$ cat src/rtl/bmp_pkg.sv
`timescale 1ns / 1ps

package bmp_pkg;

  // Default sizes of the image and of the screen.
  localparam int MAX_WIDTH_DEF     = 2048;
  localparam int MAX_HEIGHT_DEF    = 2048;
  localparam int SCREEN_WIDTH_DEF  = 800;
  localparam int SCREEN_HEIGHT_DEF = 480;

  // Fixed field widths of the register file and of the result beat.
  localparam int DIM_W        = 12;
  localparam int ORIGIN_COL_W = 10;
  localparam int ORIGIN_ROW_W = 9;
  localparam int BYTE_W       = 8;
  localparam int COLOR_W      = 32;
  localparam int APB_AW       = 5;
  localparam int APB_DW       = 32;

  // Register map, one 32-bit word per register.
  typedef enum logic [2:0] {
    REG_IMAGE_WIDTH     = 3'd0,
    REG_WIDTH_NEGATIVE  = 3'd1,
    REG_IMAGE_HEIGHT    = 3'd2,
    REG_HEIGHT_NEGATIVE = 3'd3,
    REG_HAS_ALPHA       = 3'd4,
    REG_ORIGIN_COLUMN   = 3'd5,
    REG_ORIGIN_ROW      = 3'd6
  } reg_idx_t;

  // Position of the current byte within a pixel.
  typedef enum logic [1:0] {
    PH_BLUE  = 2'd0,
    PH_GREEN = 2'd1,
    PH_RED   = 2'd2,
    PH_ALPHA = 2'd3
  } byte_phase_t;

  // Load strobes for the two registers of a wrap unit.
  typedef struct packed {
    logic load_q;
    logic load_r;
  } pipe_en_t;

endpackage

$ cat src/rtl/bmp_mod_wrap.sv
`timescale 1ns / 1ps

module bmp_mod_wrap import bmp_pkg::*; #(
  parameter int VW      = 14,
  parameter int MODULUS = SCREEN_WIDTH_DEF,
  parameter int OW      = 10
) (
  input  logic          clk,
  input  pipe_en_t      en,
  input  logic [VW-1:0] value,
  output logic [OW-1:0] remainder
);

  // Reciprocal for an exact floor division of any VW-bit value.
  localparam int K  = VW + $clog2(MODULUS);
  localparam int MW = K + 1;
  localparam logic [MW-1:0] MUL = MW'(((64'd1 << K) + 64'(MODULUS) - 64'd1) / 64'(MODULUS));

  logic [VW+MW-1:0] prod;
  logic [VW-1:0]    q_nxt;
  logic [VW-1:0]    q_r;
  logic [VW-1:0]    v_r;
  logic [VW-1:0]    diff;
  logic [VW-1:0]    rem_nxt;
  logic [OW-1:0]    remainder_r;

  // Quotient estimate from the multiply by the reciprocal.
  always_comb begin
    prod  = (VW+MW)'(value) * (VW+MW)'(MUL);
    q_nxt = VW'(prod >> K);
  end

  always_ff @(posedge clk) begin
    if (en.load_q) begin
      q_r <= q_nxt;
      v_r <= value;
    end
  end

  // Remainder with one compare and subtract as a guard.
  always_comb begin
    diff = v_r - VW'(q_r * MODULUS);
    if (32'(diff) >= MODULUS) begin
      rem_nxt = diff - VW'(MODULUS);
    end else begin
      rem_nxt = diff;
    end
  end

  always_ff @(posedge clk) begin
    if (en.load_r) begin
      remainder_r <= OW'(rem_nxt);
    end
  end

  assign remainder = remainder_r;

endmodule

$ cat src/rtl/bmp_pixel_stream_to_screen.sv
`timescale 1ns / 1ps

// Decodes the pixel array of a 24- or 32-bit BMP image, one byte per beat, and gives one
// result beat (screen column, screen row, ARGB color) for each finished pixel; padding
// bytes at the end of each row and all bytes after the last row give no result. The
// block takes one byte in every clock cycle for as long as the result side keeps up: the
// byte counters are registered as each byte is taken, and the result beat for the byte
// that finishes its pixel passes through a position stage and the two registered steps
// of the screen wraparound (multiply by a reciprocal, then remainder).
// Program the seven registers over the APB port before the first byte; only reset starts
// a new image.
module bmp_pixel_stream_to_screen import bmp_pkg::*; #(
  parameter int MAX_WIDTH     = MAX_WIDTH_DEF,
  parameter int MAX_HEIGHT    = MAX_HEIGHT_DEF,
  parameter int SCREEN_WIDTH  = SCREEN_WIDTH_DEF,
  parameter int SCREEN_HEIGHT = SCREEN_HEIGHT_DEF
) (
  input  logic                    clk,
  input  logic                    rst_n,
  // Configuration port
  input  logic                    psel,
  input  logic                    penable,
  input  logic                    pwrite,
  input  logic [APB_AW-1:0]       paddr,
  input  logic [APB_DW-1:0]       pwdata,
  output logic [APB_DW-1:0]       prdata,
  output logic                    pready,
  // Byte input
  input  logic                    in_valid,
  output logic                    in_stall,
  input  logic [BYTE_W-1:0]       in_pixel_byte,
  // Pixel results
  output logic                    out_valid,
  input  logic                    out_stall,
  output logic [ORIGIN_COL_W-1:0] out_screen_column,
  output logic [ORIGIN_ROW_W-1:0] out_screen_row,
  output logic [COLOR_W-1:0]      out_argb_color
);

  localparam int CW  = $clog2(MAX_WIDTH + 1);
  localparam int RW  = $clog2(MAX_HEIGHT + 1);
  localparam int CVW = $clog2(MAX_WIDTH + (1 << ORIGIN_COL_W));
  localparam int RVW = $clog2(MAX_HEIGHT + (1 << ORIGIN_ROW_W));

  // Configuration registers.
  logic [DIM_W-1:0]        image_width_r;
  logic                    width_negative_r;
  logic [DIM_W-1:0]        image_height_r;
  logic                    height_negative_r;
  logic                    has_alpha_r;
  logic [ORIGIN_COL_W-1:0] origin_column_r;
  logic [ORIGIN_ROW_W-1:0] origin_row_r;
  logic                    cfg_wr;

  // Decoder state.
  byte_phase_t phase_r, phase_nxt;
  logic [23:0]   partial_r, partial_nxt;
  logic [CW-1:0] col_r, col_nxt;
  logic [RW-1:0] row_r, row_nxt;
  logic [1:0]    pad_r, pad_nxt;
  logic          done_r, done_nxt;

  // Working values of the byte stage.
  logic [CW-1:0]  w;
  logic [RW-1:0]  h;
  logic [CW-1:0]  x;
  logic [CW-1:0]  x_inc;
  logic [RW-1:0]  y_inc;
  logic [7:0]     alpha;
  logic           emit;
  logic [CVW-1:0] col_val;
  logic [RVW-1:0] row_val;
  logic [23:0]    rgb;

  // Pipeline registers and handshake.
  logic                 v1_r, v2_r, out_valid_r;
  logic [CVW-1:0]       col1_r;
  logic [RVW-1:0]       row1_r;
  logic [COLOR_W-1:0]   color1_r, color2_r, color3_r;
  logic                 rdy1, rdy2, rdy3;
  logic                 in_acc;
  pipe_en_t             wrap_en;

  // APB register file; reads return the stored value.
  assign pready = 1'b1;
  assign cfg_wr = psel && penable && pwrite && pready;

  always_ff @(posedge clk) begin
    if (!rst_n) begin
      image_width_r     <= '0;
      width_negative_r  <= 1'b0;
      image_height_r    <= '0;
      height_negative_r <= 1'b0;
      has_alpha_r       <= 1'b0;
      origin_column_r   <= '0;
      origin_row_r      <= '0;
    end else if (cfg_wr) begin
      case (reg_idx_t'(paddr[4:2]))
        REG_IMAGE_WIDTH:     image_width_r     <= pwdata[DIM_W-1:0];
        REG_WIDTH_NEGATIVE:  width_negative_r  <= pwdata[0];
        REG_IMAGE_HEIGHT:    image_height_r    <= pwdata[DIM_W-1:0];
        REG_HEIGHT_NEGATIVE: height_negative_r <= pwdata[0];
        REG_HAS_ALPHA:       has_alpha_r       <= pwdata[0];
        REG_ORIGIN_COLUMN:   origin_column_r   <= pwdata[ORIGIN_COL_W-1:0];
        REG_ORIGIN_ROW:      origin_row_r      <= pwdata[ORIGIN_ROW_W-1:0];
        default: ;
      endcase
    end
  end

  always_comb begin
    case (reg_idx_t'(paddr[4:2]))
      REG_IMAGE_WIDTH:     prdata = APB_DW'(image_width_r);
      REG_WIDTH_NEGATIVE:  prdata = APB_DW'(width_negative_r);
      REG_IMAGE_HEIGHT:    prdata = APB_DW'(image_height_r);
      REG_HEIGHT_NEGATIVE: prdata = APB_DW'(height_negative_r);
      REG_HAS_ALPHA:       prdata = APB_DW'(has_alpha_r);
      REG_ORIGIN_COLUMN:   prdata = APB_DW'(origin_column_r);
      REG_ORIGIN_ROW:      prdata = APB_DW'(origin_row_r);
      default:             prdata = '0;
    endcase
  end

  // Stage ready chain: each stage moves when the one after it is free.
  assign rdy3     = !out_valid_r || !out_stall;
  assign rdy2     = !v2_r || rdy3;
  assign rdy1     = !v1_r || rdy2;
  assign in_stall = !rdy1;
  assign in_acc   = in_valid && rdy1;

  // Image size, saturated to the supported maximum.
  always_comb begin
    w = (32'(image_width_r) > MAX_WIDTH) ? CW'(MAX_WIDTH) : CW'(image_width_r);
    h = (32'(image_height_r) > MAX_HEIGHT) ? RW'(MAX_HEIGHT) : RW'(image_height_r);
  end

  // Byte stage: walk the pixel, column, row and padding counters.
  always_comb begin
    phase_nxt   = phase_r;
    partial_nxt = partial_r;
    col_nxt     = col_r;
    row_nxt     = row_r;
    pad_nxt     = pad_r;
    done_nxt    = done_r;
    emit        = 1'b0;
    alpha       = 8'd0;
    rgb         = partial_r;
    x           = (col_r >= w) ? (w - CW'(1)) : col_r;
    x_inc       = x + CW'(1);
    y_inc       = row_r + RW'(1);
    if (in_acc && !done_r && (w != '0) && (h != '0)) begin
      if (row_r >= h) begin
        done_nxt = 1'b1;
      end else if (pad_r != 2'd0) begin
        pad_nxt = pad_r - 2'd1;
      end else begin
        case (phase_r)
          PH_BLUE: begin
            partial_nxt[7:0] = partial_r[7:0] | in_pixel_byte;
            phase_nxt        = PH_GREEN;
          end
          PH_GREEN: begin
            partial_nxt[15:8] = partial_r[15:8] | in_pixel_byte;
            phase_nxt         = PH_RED;
          end
          PH_RED: begin
            partial_nxt[23:16] = in_pixel_byte;
            rgb                = {in_pixel_byte, partial_r[15:0]};
            if (has_alpha_r) begin
              phase_nxt = PH_ALPHA;
            end else begin
              emit = 1'b1;
            end
          end
          default: begin
            alpha = in_pixel_byte;
            emit  = 1'b1;
          end
        endcase
        if (emit) begin
          phase_nxt   = PH_BLUE;
          partial_nxt = '0;
          if (x_inc >= w) begin
            col_nxt = '0;
            pad_nxt = has_alpha_r ? 2'd0 : 2'(w);
            row_nxt = y_inc;
            if (y_inc >= h) begin
              done_nxt = 1'b1;
            end
          end else begin
            col_nxt = x_inc;
          end
        end
      end
    end
  end

  // Unwrapped screen position of the finished pixel.
  always_comb begin
    if (width_negative_r) begin
      col_val = CVW'(w) - CVW'(1) - CVW'(x) + CVW'(origin_column_r);
    end else begin
      col_val = CVW'(x) + CVW'(origin_column_r);
    end
    if (height_negative_r) begin
      row_val = RVW'(row_r) + RVW'(origin_row_r);
    end else begin
      row_val = RVW'(h) - RVW'(1) - RVW'(row_r) + RVW'(origin_row_r);
    end
  end

  always_ff @(posedge clk) begin
    if (!rst_n) begin
      phase_r   <= PH_BLUE;
      partial_r <= '0;
      col_r     <= '0;
      row_r     <= '0;
      pad_r     <= '0;
      done_r    <= 1'b0;
    end else begin
      phase_r   <= phase_nxt;
      partial_r <= partial_nxt;
      col_r     <= col_nxt;
      row_r     <= row_nxt;
      pad_r     <= pad_nxt;
      done_r    <= done_nxt;
    end
  end

  // Valid bits of the three result stages.
  always_ff @(posedge clk) begin
    if (!rst_n) begin
      v1_r        <= 1'b0;
      v2_r        <= 1'b0;
      out_valid_r <= 1'b0;
    end else begin
      if (rdy1) begin
        v1_r <= in_acc && emit;
      end
      if (rdy2) begin
        v2_r <= v1_r;
      end
      if (rdy3) begin
        out_valid_r <= v2_r;
      end
    end
  end

  // Payload of the result stages.
  always_ff @(posedge clk) begin
    if (in_acc && emit) begin
      col1_r   <= col_val;
      row1_r   <= row_val;
      color1_r <= {alpha, rgb};
    end
    if (wrap_en.load_q) begin
      color2_r <= color1_r;
    end
    if (wrap_en.load_r) begin
      color3_r <= color2_r;
    end
  end

  assign wrap_en.load_q = rdy2 && v1_r;
  assign wrap_en.load_r = rdy3 && v2_r;

  // Wraparound to the screen size.
  bmp_mod_wrap #(
    .VW      (CVW),
    .MODULUS (SCREEN_WIDTH),
    .OW      (ORIGIN_COL_W)
  ) u_wrap_col (
    .clk       (clk),
    .en        (wrap_en),
    .value     (col1_r),
    .remainder (out_screen_column)
  );

  bmp_mod_wrap #(
    .VW      (RVW),
    .MODULUS (SCREEN_HEIGHT),
    .OW      (ORIGIN_ROW_W)
  ) u_wrap_row (
    .clk       (clk),
    .en        (wrap_en),
    .value     (row1_r),
    .remainder (out_screen_row)
  );

  assign out_valid      = out_valid_r;
  assign out_argb_color = color3_r;

endmodule
$ cat config.mk
export PLATFORM = sky130hd
export DESIGN_NAME = bmp_pixel_stream_to_screen
export DESIGN_NICKNAME = d
export VERILOG_FILES = /design/src/rtl/bmp_pkg.sv /design/src/rtl/bmp_mod_wrap.sv /design/src/rtl/bmp_pixel_stream_to_screen.sv
export SDC_FILE = /design/constraint.sdc
export NUM_CORES = 1
export LEC_CHECK = 0
export BUFFER_PORTS_ARGS = -buffer_cell sky130_fd_sc_hd__clkbuf_2
export CORE_UTILIZATION = 25
export DETAILED_ROUTE_END_ITERATION = 8
export SETUP_SLACK_MARGIN = 0.15
export SYNTH_ARGS = -nofsm -noshare
export SYNTH_HDL_FRONTEND = slang
export SYNTH_SLANG_ARGS = --single-unit
$ cat constraint.sdc
create_clock -name clk -period 12.95 [get_ports clk]
set_clock_uncertainty 0.1 [all_clocks]
set_input_delay 2.59 -clock clk [delete_from_list [all_inputs] [get_ports clk]]
set_output_delay 2.59 -clock clk [all_outputs]
set_load 0.02 [all_outputs]
==> impl_metrics.ini, run 1 <==
[power_and_ir_drop]
leakagePower_uw = 0.009117
p_int_uw = 1606
p_switching_uw = 530.7
sequentialPowerShare_pct = 42.9
swShare_pct = 24.84
vdd_drop_max_mv = 0.06444
pwr-share-clk_pct = 47.1
comb_power_share_pct = 10.0
powerDensity_nw_per_um2 = 98.90

[placement]
dpl.hpwl_um = 32230
gp_congestion = 0.8064
placed_cell_area_um2 = 20410
io_buffers = 94
dp_cells = 2810

[grt]
gr-usage-met3_pct = 1.991
grt-ovfl-total = 0
grt_pass1_vias = 12200
grt_use_total_pct = 11.08
gr-max-usage-layer = met2
grt_start_max_net_pins = 88
grt_first_pass_wirelength_um = 67500
grt_use_met2_pct = 18.47
use_met1_pct = 14.79
antenna_found_initial = 1

[clocking]
postCtsHoldBufs = 0
htreeDepth = 2
cts_sinks = 272
cts_buffers = 35
cts-root-buf = clkbuf_16
ctsResizeCount = 0
clk_latency_ps = 560
clkTransAtPathRegs_ps = 60
postCtsSetupBuffers = 0
cts_tree = done
clock_tree.buffer_depth = 3

[routing]
vias = 12580
final_antenna_net_count = 0
drcViolationCount = 0
wl_per_cell_um = 14.64
routed_wl_um = 42080
drt_iter0_drc = 545
viasPerCell = 4.375
drtPass1Iterations = 5

[yosys]
synth-simple-area-share_pct = 11.68
synthXorXnorAreaFrac_pct = 3.618
seq_area_frac_synth_pct = 37.85
synth_area_per_cell_um2 = 10.60
synth.top_cell.area_share_pct = 27.04
syn_inst = 1782
synth-warning-count = 0
synth-main-ff-cell = edfxtp_1
synth_area_leader_cell = edfxtp_1
synth_top_family_by_area = adder cells
synth_edf_count = 170
synthArstFlopShare_pct = 0
yosysUniqueCellTypes = 78
synth-compound-area-share_pct = 9.774
synth_top_cells_by_area = edfxtp_1, ha_1, dfxtp_1, fa_1, inv_1
ys_ff_latch = 272
synth_area_um2 = 18880
synth_mux_area_share_pct = 4.420
synthAdderAreaFrac_pct = 26.59

[critical_path]
r2r_cells = 22
end_kind = flip-flop
required_ps = 13310
r2r_start = image_width_r[11]$_SDFFE_PN0P_
setup.worst_path.class = flip-flop to flip-flop
start_kind = flip-flop
crit_fanout = 29
crit_arrival_ps = 7660
worstSetupStartpoint = image_width_r[11]$_SDFFE_PN0P_

[sta]
timing.slew.headroom_pct = 26.54
maxSlewViolCount = 0
fin_setup_tns_ps = 0
hold_violations = 0
rsz0062_at_grt = false
finalSetupViolCount = 0
fin_crit_sh_pct = 56.39
fmax_mhz = 136.9
worst_pin_slew_ps = 1095
period_minus_slack_ps = 7303

[layout]
fin_area_um2 = 21610
synthToLayoutAreaGrowth_pct = 14.43
fin_nets = 2282
final_common_cell = ha_1
drive_gt1_share_pct = 10.97
antenna_cells = 0
fillers = 7782
final_cell_count_no_fill = 2874
final_core_util_pct = 28.97
layout_common_cells = ha_1, inv_1, edfxtp_1, nand2_1, dfxtp_1

[outcome]
outcome = completed

[die]
core_area_um2 = 74570
dieArea_um2 = 76630
boundaryPins = 138
initial_core_util_pct = 25.32
die_h_um = 276.8
num_rows = 100
die_w_um = 276.8

[min_path]
holdCritStartpoint = color1_r[8]$_DFFE_PP_
holdPathStages = 0
min_path_type = flip-flop to flip-flop

[flow_run]
drv_cap = 0
## worst paths after layout
kind         slack [ps]                     to
max                5650  row_r[0]$_SDFFE_PN0P_
max reg2reg        5650  row_r[0]$_SDFFE_PN0P_
min                 310  color2_r[8]$_DFFE_PP_
min reg2reg         310  color2_r[8]$_DFFE_PP_
## worst max-delay path: stages, from the launching register on
cell and delay [ps]:
dfxtp_1 580, clkinv_1 560, nand2_1 250, ha_1 270, a21o_1 180, a211o_1 310
a2111oi_0 520, a21oi_2 110, buf_4 260, a21oi_1 420, ha_1 330, and2_1 190
and2_1 130, nand4_1 130, o21ai_1 150, xnor2_1 120, ha_1 220, a2111oi_0 450
o211ai_1 210, a221oi_1 930, nor3_2 370, xnor2_1 210, and2_1 190
## flip-flops by register name, summed over array words and instances, names as in the netlist, 12 cells and up
| name | count |
|---|---|
| image_width_r | 12 |
| partial_r | 24 |
| col_r | 12 |
| out_argb_color | 32 |
| row1_r | 12 |
| color2_r | 32 |
| image_height_r | 12 |
| col1_r | 12 |
| u_wrap_row.v_r | 12 |
| row_r | 12 |
| color1_r | 32 |
| u_wrap_col.v_r | 12 |
## power by group through the flow
stage | clock, uW | sequential, uW | combinational (uW)
2_1_floorplan | 0 | 933 | 168
3_3_place_gp | 0 | 935 | 211
3_5_place_dp | 0 | 935 | 211
4_1_cts | 1040 | 916 | 213
5_1_grt | 1080 | 916 | 239
6_report | 1010 | 916 | 213
## metrics by stage
step	hold slack, ps	worst slack (ps)	total power [uW]
2_1_floorplan	300.3	5985	1102
3_3_place_gp	300.7	5813	1145
3_5_place_dp	304.5	5768	1146
4_1_cts	313.5	5657	2173
5_1_grt	319.4	5040	2231
6_report	314.4	5647	2137
## cells by family after synthesis
kind of cell | Yosys count
xor gates and xnor gates | 78
AOI/OAI and AO/OA | 282
and+or+nand+nor | 440
adders and majority gates | 352
buffers and inverters | 276
other | 2
muxes | 80
DFF | 272
## per-layer routing
layer	wire length, um	up-vias
met1	20150	6018
met2	19820	143
met4	590	2
met3	1518	35
met5	13	-
li1	-	6377
## cell usage after synthesis (3+ instances only)
master     count
nand3_1       28
nand4b_1       3
and3_1        24
clkbuf_1      31
a31oi_1        8
dfxtp_1      102
o311ai_0       3
nor2_1        92
o211ai_1       7
edfxtp_1     170
o21bai_1       5
buf_4         23
or3_1         12
a2111oi_0      7
inv_1        209
nor4_1         7
mux2_2        13
o21a_1        15
xnor2_1       60
ha_1         270
fa_1          82
o41ai_1        3
nand2b_1      15
a21boi_0      30
mux2i_1       65
nand4_1       10
a21o_1        20
o22ai_1        6
o31ai_1        5
or2_2          5
nor3_2         4
a21oi_1       74
and2_1         5
xor2_1        18
nand2_1      136
nor3_1        27
o21ai_1        4
nor2b_1       52
buf_2          8
o21ai_0       51
a22o_1        19
a211oi_1       7
## layout make-up
class / count / area [um2] / share of cell area, %
Tap cell: 969 / 1212 / 5.612
Clock inverter: 20 / 221.5 / 1.025
Multi-Input combinational cell: 1253 / 10710 / 49.56
Sequential cell: 272 / 7147 / 33.08
Inverter: 211 / 792.0 / 3.666
Clock buffer: 44 / 972.2 / 4.500
Timing Repair Buffer: 105 / 553.0 / 2.560
(Power assumes the default switching activity.)
==> run 2, diff against run 1 <==
--- a/config.mk
+++ b/config.mk
@@ -5,6 +5,7 @@
 export SDC_FILE = /design/constraint.sdc
 export NUM_CORES = 1
 export LEC_CHECK = 0
+export ABC_AREA = 1
 export BUFFER_PORTS_ARGS = -buffer_cell sky130_fd_sc_hd__clkbuf_2
 export CORE_UTILIZATION = 25
 export DETAILED_ROUTE_END_ITERATION = 8
==> constraint.sdc (replaced) <==
create_clock -name clk -period 7.4 [get_ports clk]
set_clock_uncertainty 0.1 [all_clocks]
set_input_delay 1.48 -clock clk [delete_from_list [all_inputs] [get_ports clk]]
set_output_delay 1.48 -clock clk [all_outputs]
set_load 0.02 [all_outputs]
==> run 2 against run 1 <==
Global-route usage rose by 0.31 points. Routed wire length rose by 3.2%. Clock power rose by 63%. Sequential power rose by 76%. Cell count rose by 11%. Non-clock buffer count fell by 3. First-iteration DRC count rose by 48%. Count of clock-buffer cells in the layout fell by 3. Critical path type unchanged. Largest cell class unchanged.
==> impl_metrics.ini, run 2 <==
[layout]
multiInputGateArea_um2 = 10470
seqCellArea_um2 = 7147
antenna_cells = 0
synthToLayoutAreaGrowth_pct = 13.88
final_common_cell = inv_1
layout_common_cells = inv_1, nand2_1, ha_1, a21oi_1, edfxtp_1
fin_nets = 2598
drive_gt1_share_pct = 8.964
final_core_util_pct = 29.02
fillers = 7801

[critical_path]
end_kind = flip-flop
crit_fanout = 24
required_ps = 7700
r2r_cells = 27
r2r_start = image_width_r[11]$_SDFFE_PN0P_
reg2reg_slack_ps = 1710
crit_arrival_ps = 6000
setup.worst_path.class = flip-flop to flip-flop
start_kind = flip-flop
rr_endpoint = row_r[5]$_SDFFE_PN0P_

[sta]
finalSetupViolCount = 0
timing.slew.headroom_pct = 21.00
hold_violations = 0
worst_pin_slew_ps = 1176
maxSlewViolCount = 0
fin_crit_sh_pct = 76.93
period_minus_slack_ps = 5693
fmax_mhz = 175.7
rsz0062_at_grt = false
fin_setup_tns_ps = 0

[clocking]
postCtsSetupBuffers = 0
ctsResizeCount = 0
cts_buffers = 34
cts-root-buf = clkbuf_16
cts_tree = done
htreeDepth = 2
clock_tree.buffer_depth = 3
clkTransAtPathRegs_ps = 60
clk_latency_ps = 550
cts_sinks = 272
postCtsHoldBufs = 0

[yosys]
synth_area_per_cell_um2 = 9.154
synth_edf_count = 170
synth-main-ff-cell = edfxtp_1
synth_most_common_cell = inv_1
ys_ff_latch = 272
synth_area_leader_cell = edfxtp_1
synth_common_cells = inv_1, nand2_1, ha_1
seq_area_frac_synth_pct = 37.43
synth-warning-count = 0
yosysUniqueCellTypes = 58
synthArstFlopShare_pct = 0
synth.top_cell.area_share_pct = 26.73
synth_top_cells_by_area = edfxtp_1, ha_1, dfxtp_1, fa_1, inv_1
synth_area_um2 = 19100
syn_inst = 2086

[die]
dieArea_um2 = 77490
num_rows = 100
die_w_um = 278.4
boundaryPins = 138
die_h_um = 278.4
initial_core_util_pct = 25.48
core_area_um2 = 74950

[grt]
grt_use_total_pct = 11.39
grt_start_max_net_pins = 68
grt_first_pass_wirelength_um = 70900
antenna_found_initial = 0
grt-ovfl-total = 0
grt_pass1_vias = 13660

[min_path]
holdPathEnd = u_wrap_col.remainder[3]$_DFFE_PP_
holdCritStartpoint = u_wrap_col.v_r[3]$_DFFE_PP_
holdPathStages = 0
min_path_type = flip-flop to flip-flop

[placement]
io_buffers = 94
dpl.hpwl_um = 34380
gp_congestion = 0.8951

[routing]
drt_iter0_drc = 806
viasPerCell = 4.364
routed_wl_um = 43410
drcViolationCount = 0
final_antenna_net_count = 0
wl_per_cell_um = 13.61
drtPass1Iterations = 5
vias = 13920

[power_and_ir_drop]
leakagePower_uw = 0.01002
powerDensity_nw_per_um2 = 170.3
totalPowerFinal_uw = 3704
vdd_drop_max_mv = 0.1481

[outcome]
outcome = completed

[flow_run]
drv_cap = 0
==> run 2: cells by family after synthesis <==
logic type	Yosys count	synth area share, %
AND/OR/NAND/NOR	632	14.36
flip-flops	272	37.43
adder cells (fa/ha/maj)	352	26.29
buffers and inverters	385	8.164
other	2	0.03933
XOR/XNOR	51	2.339
AO/OA/AOI/OAI	392	11.39
==> run 2: critical path, cell delays in order (launching register included) <==
cell	delay, ps
dfxtp_1	550
inv_1	260
a21oi_1	170
nor2_1	50
buf_4	160
ha_1	270
nand2_1	50
nor2_1	110
nand3_1	170
nand4_4	250
nand2_1	70
nand2_1	210
ha_1	200
inv_1	50
nor2_1	210
nand2_1	150
nor2_2	200
nand3_1	110
and2_1	200
ha_1	270
nand2_1	60
nor2_1	180
nand3_1	100
nand4_1	190
and3_1	230
nand2_1	500
o21ai_0	390
a21oi_1	60
==> run 2: cell type report <==
cell class                      count  area share, %
Clock buffer                       41          4.177
Clock inverter                     21         0.9781
Inverter                          336          5.806
Multi-Input combinational cell   1448          48.16
Sequential cell                   272          32.87
Tap cell                          969          5.575
Timing Repair Buffer              102          2.440
==> run 2: through the flow <==
| stage | setup WS, ps | hold WS (ps) | instances | cell area [um2] |
|---|---|---|---|---|
| detailed placement | 1716 | 304.5 | 3127 | 20620 |
| CTS | 1693 | 308.8 | 3189 | 21750 |
| finish | 1707 | 306.4 | 3189 | 21750 |
| global route | 1106 | 321.6 | 3189 | 21750 |
| floorplan | 2832 | 300.3 | 2105 | 19170 |
| global placement | 1807 | 300.9 | 3127 | 20620 |
==> run 2: report_power, final <==
part | internal [uW] | switching, uW
Clock | 992 | 662
Sequential | 1600 | 5.13
Combinational | 158 | 284
Total | 2750 | 951
==> run 2: layer usage <==
layer  routed length, um  share of wire (%)  track usage (%)
met1               21210                 49            15.92
met2               19370                 45            18.03
met3                1823                4.2            1.813
met4                1005                2.3            3.272
met5                   0                  0                0
==> run 2: worst max-delay path by stage <==
stage / start / end / slack, ps
after floorplan: col1_r[6]$_DFFE_PP_ / u_wrap_col.q_r[1]$_DFFE_PP_ / 2830
after global placement: image_width_r[11]$_SDFFE_PN0P_ / row_r[2]$_SDFFE_PN0P_ / 1810
after detailed placement: image_width_r[11]$_SDFFE_PN0P_ / row_r[5]$_SDFFE_PN0P_ / 1720
after CTS: image_width_r[11]$_SDFFE_PN0P_ / row_r[5]$_SDFFE_PN0P_ / 1690
after global routing: image_width_r[2]$_SDFFE_PN0P_ / row_r[2]$_SDFFE_PN0P_ / 1110
final: image_width_r[11]$_SDFFE_PN0P_ / row_r[5]$_SDFFE_PN0P_ / 1710
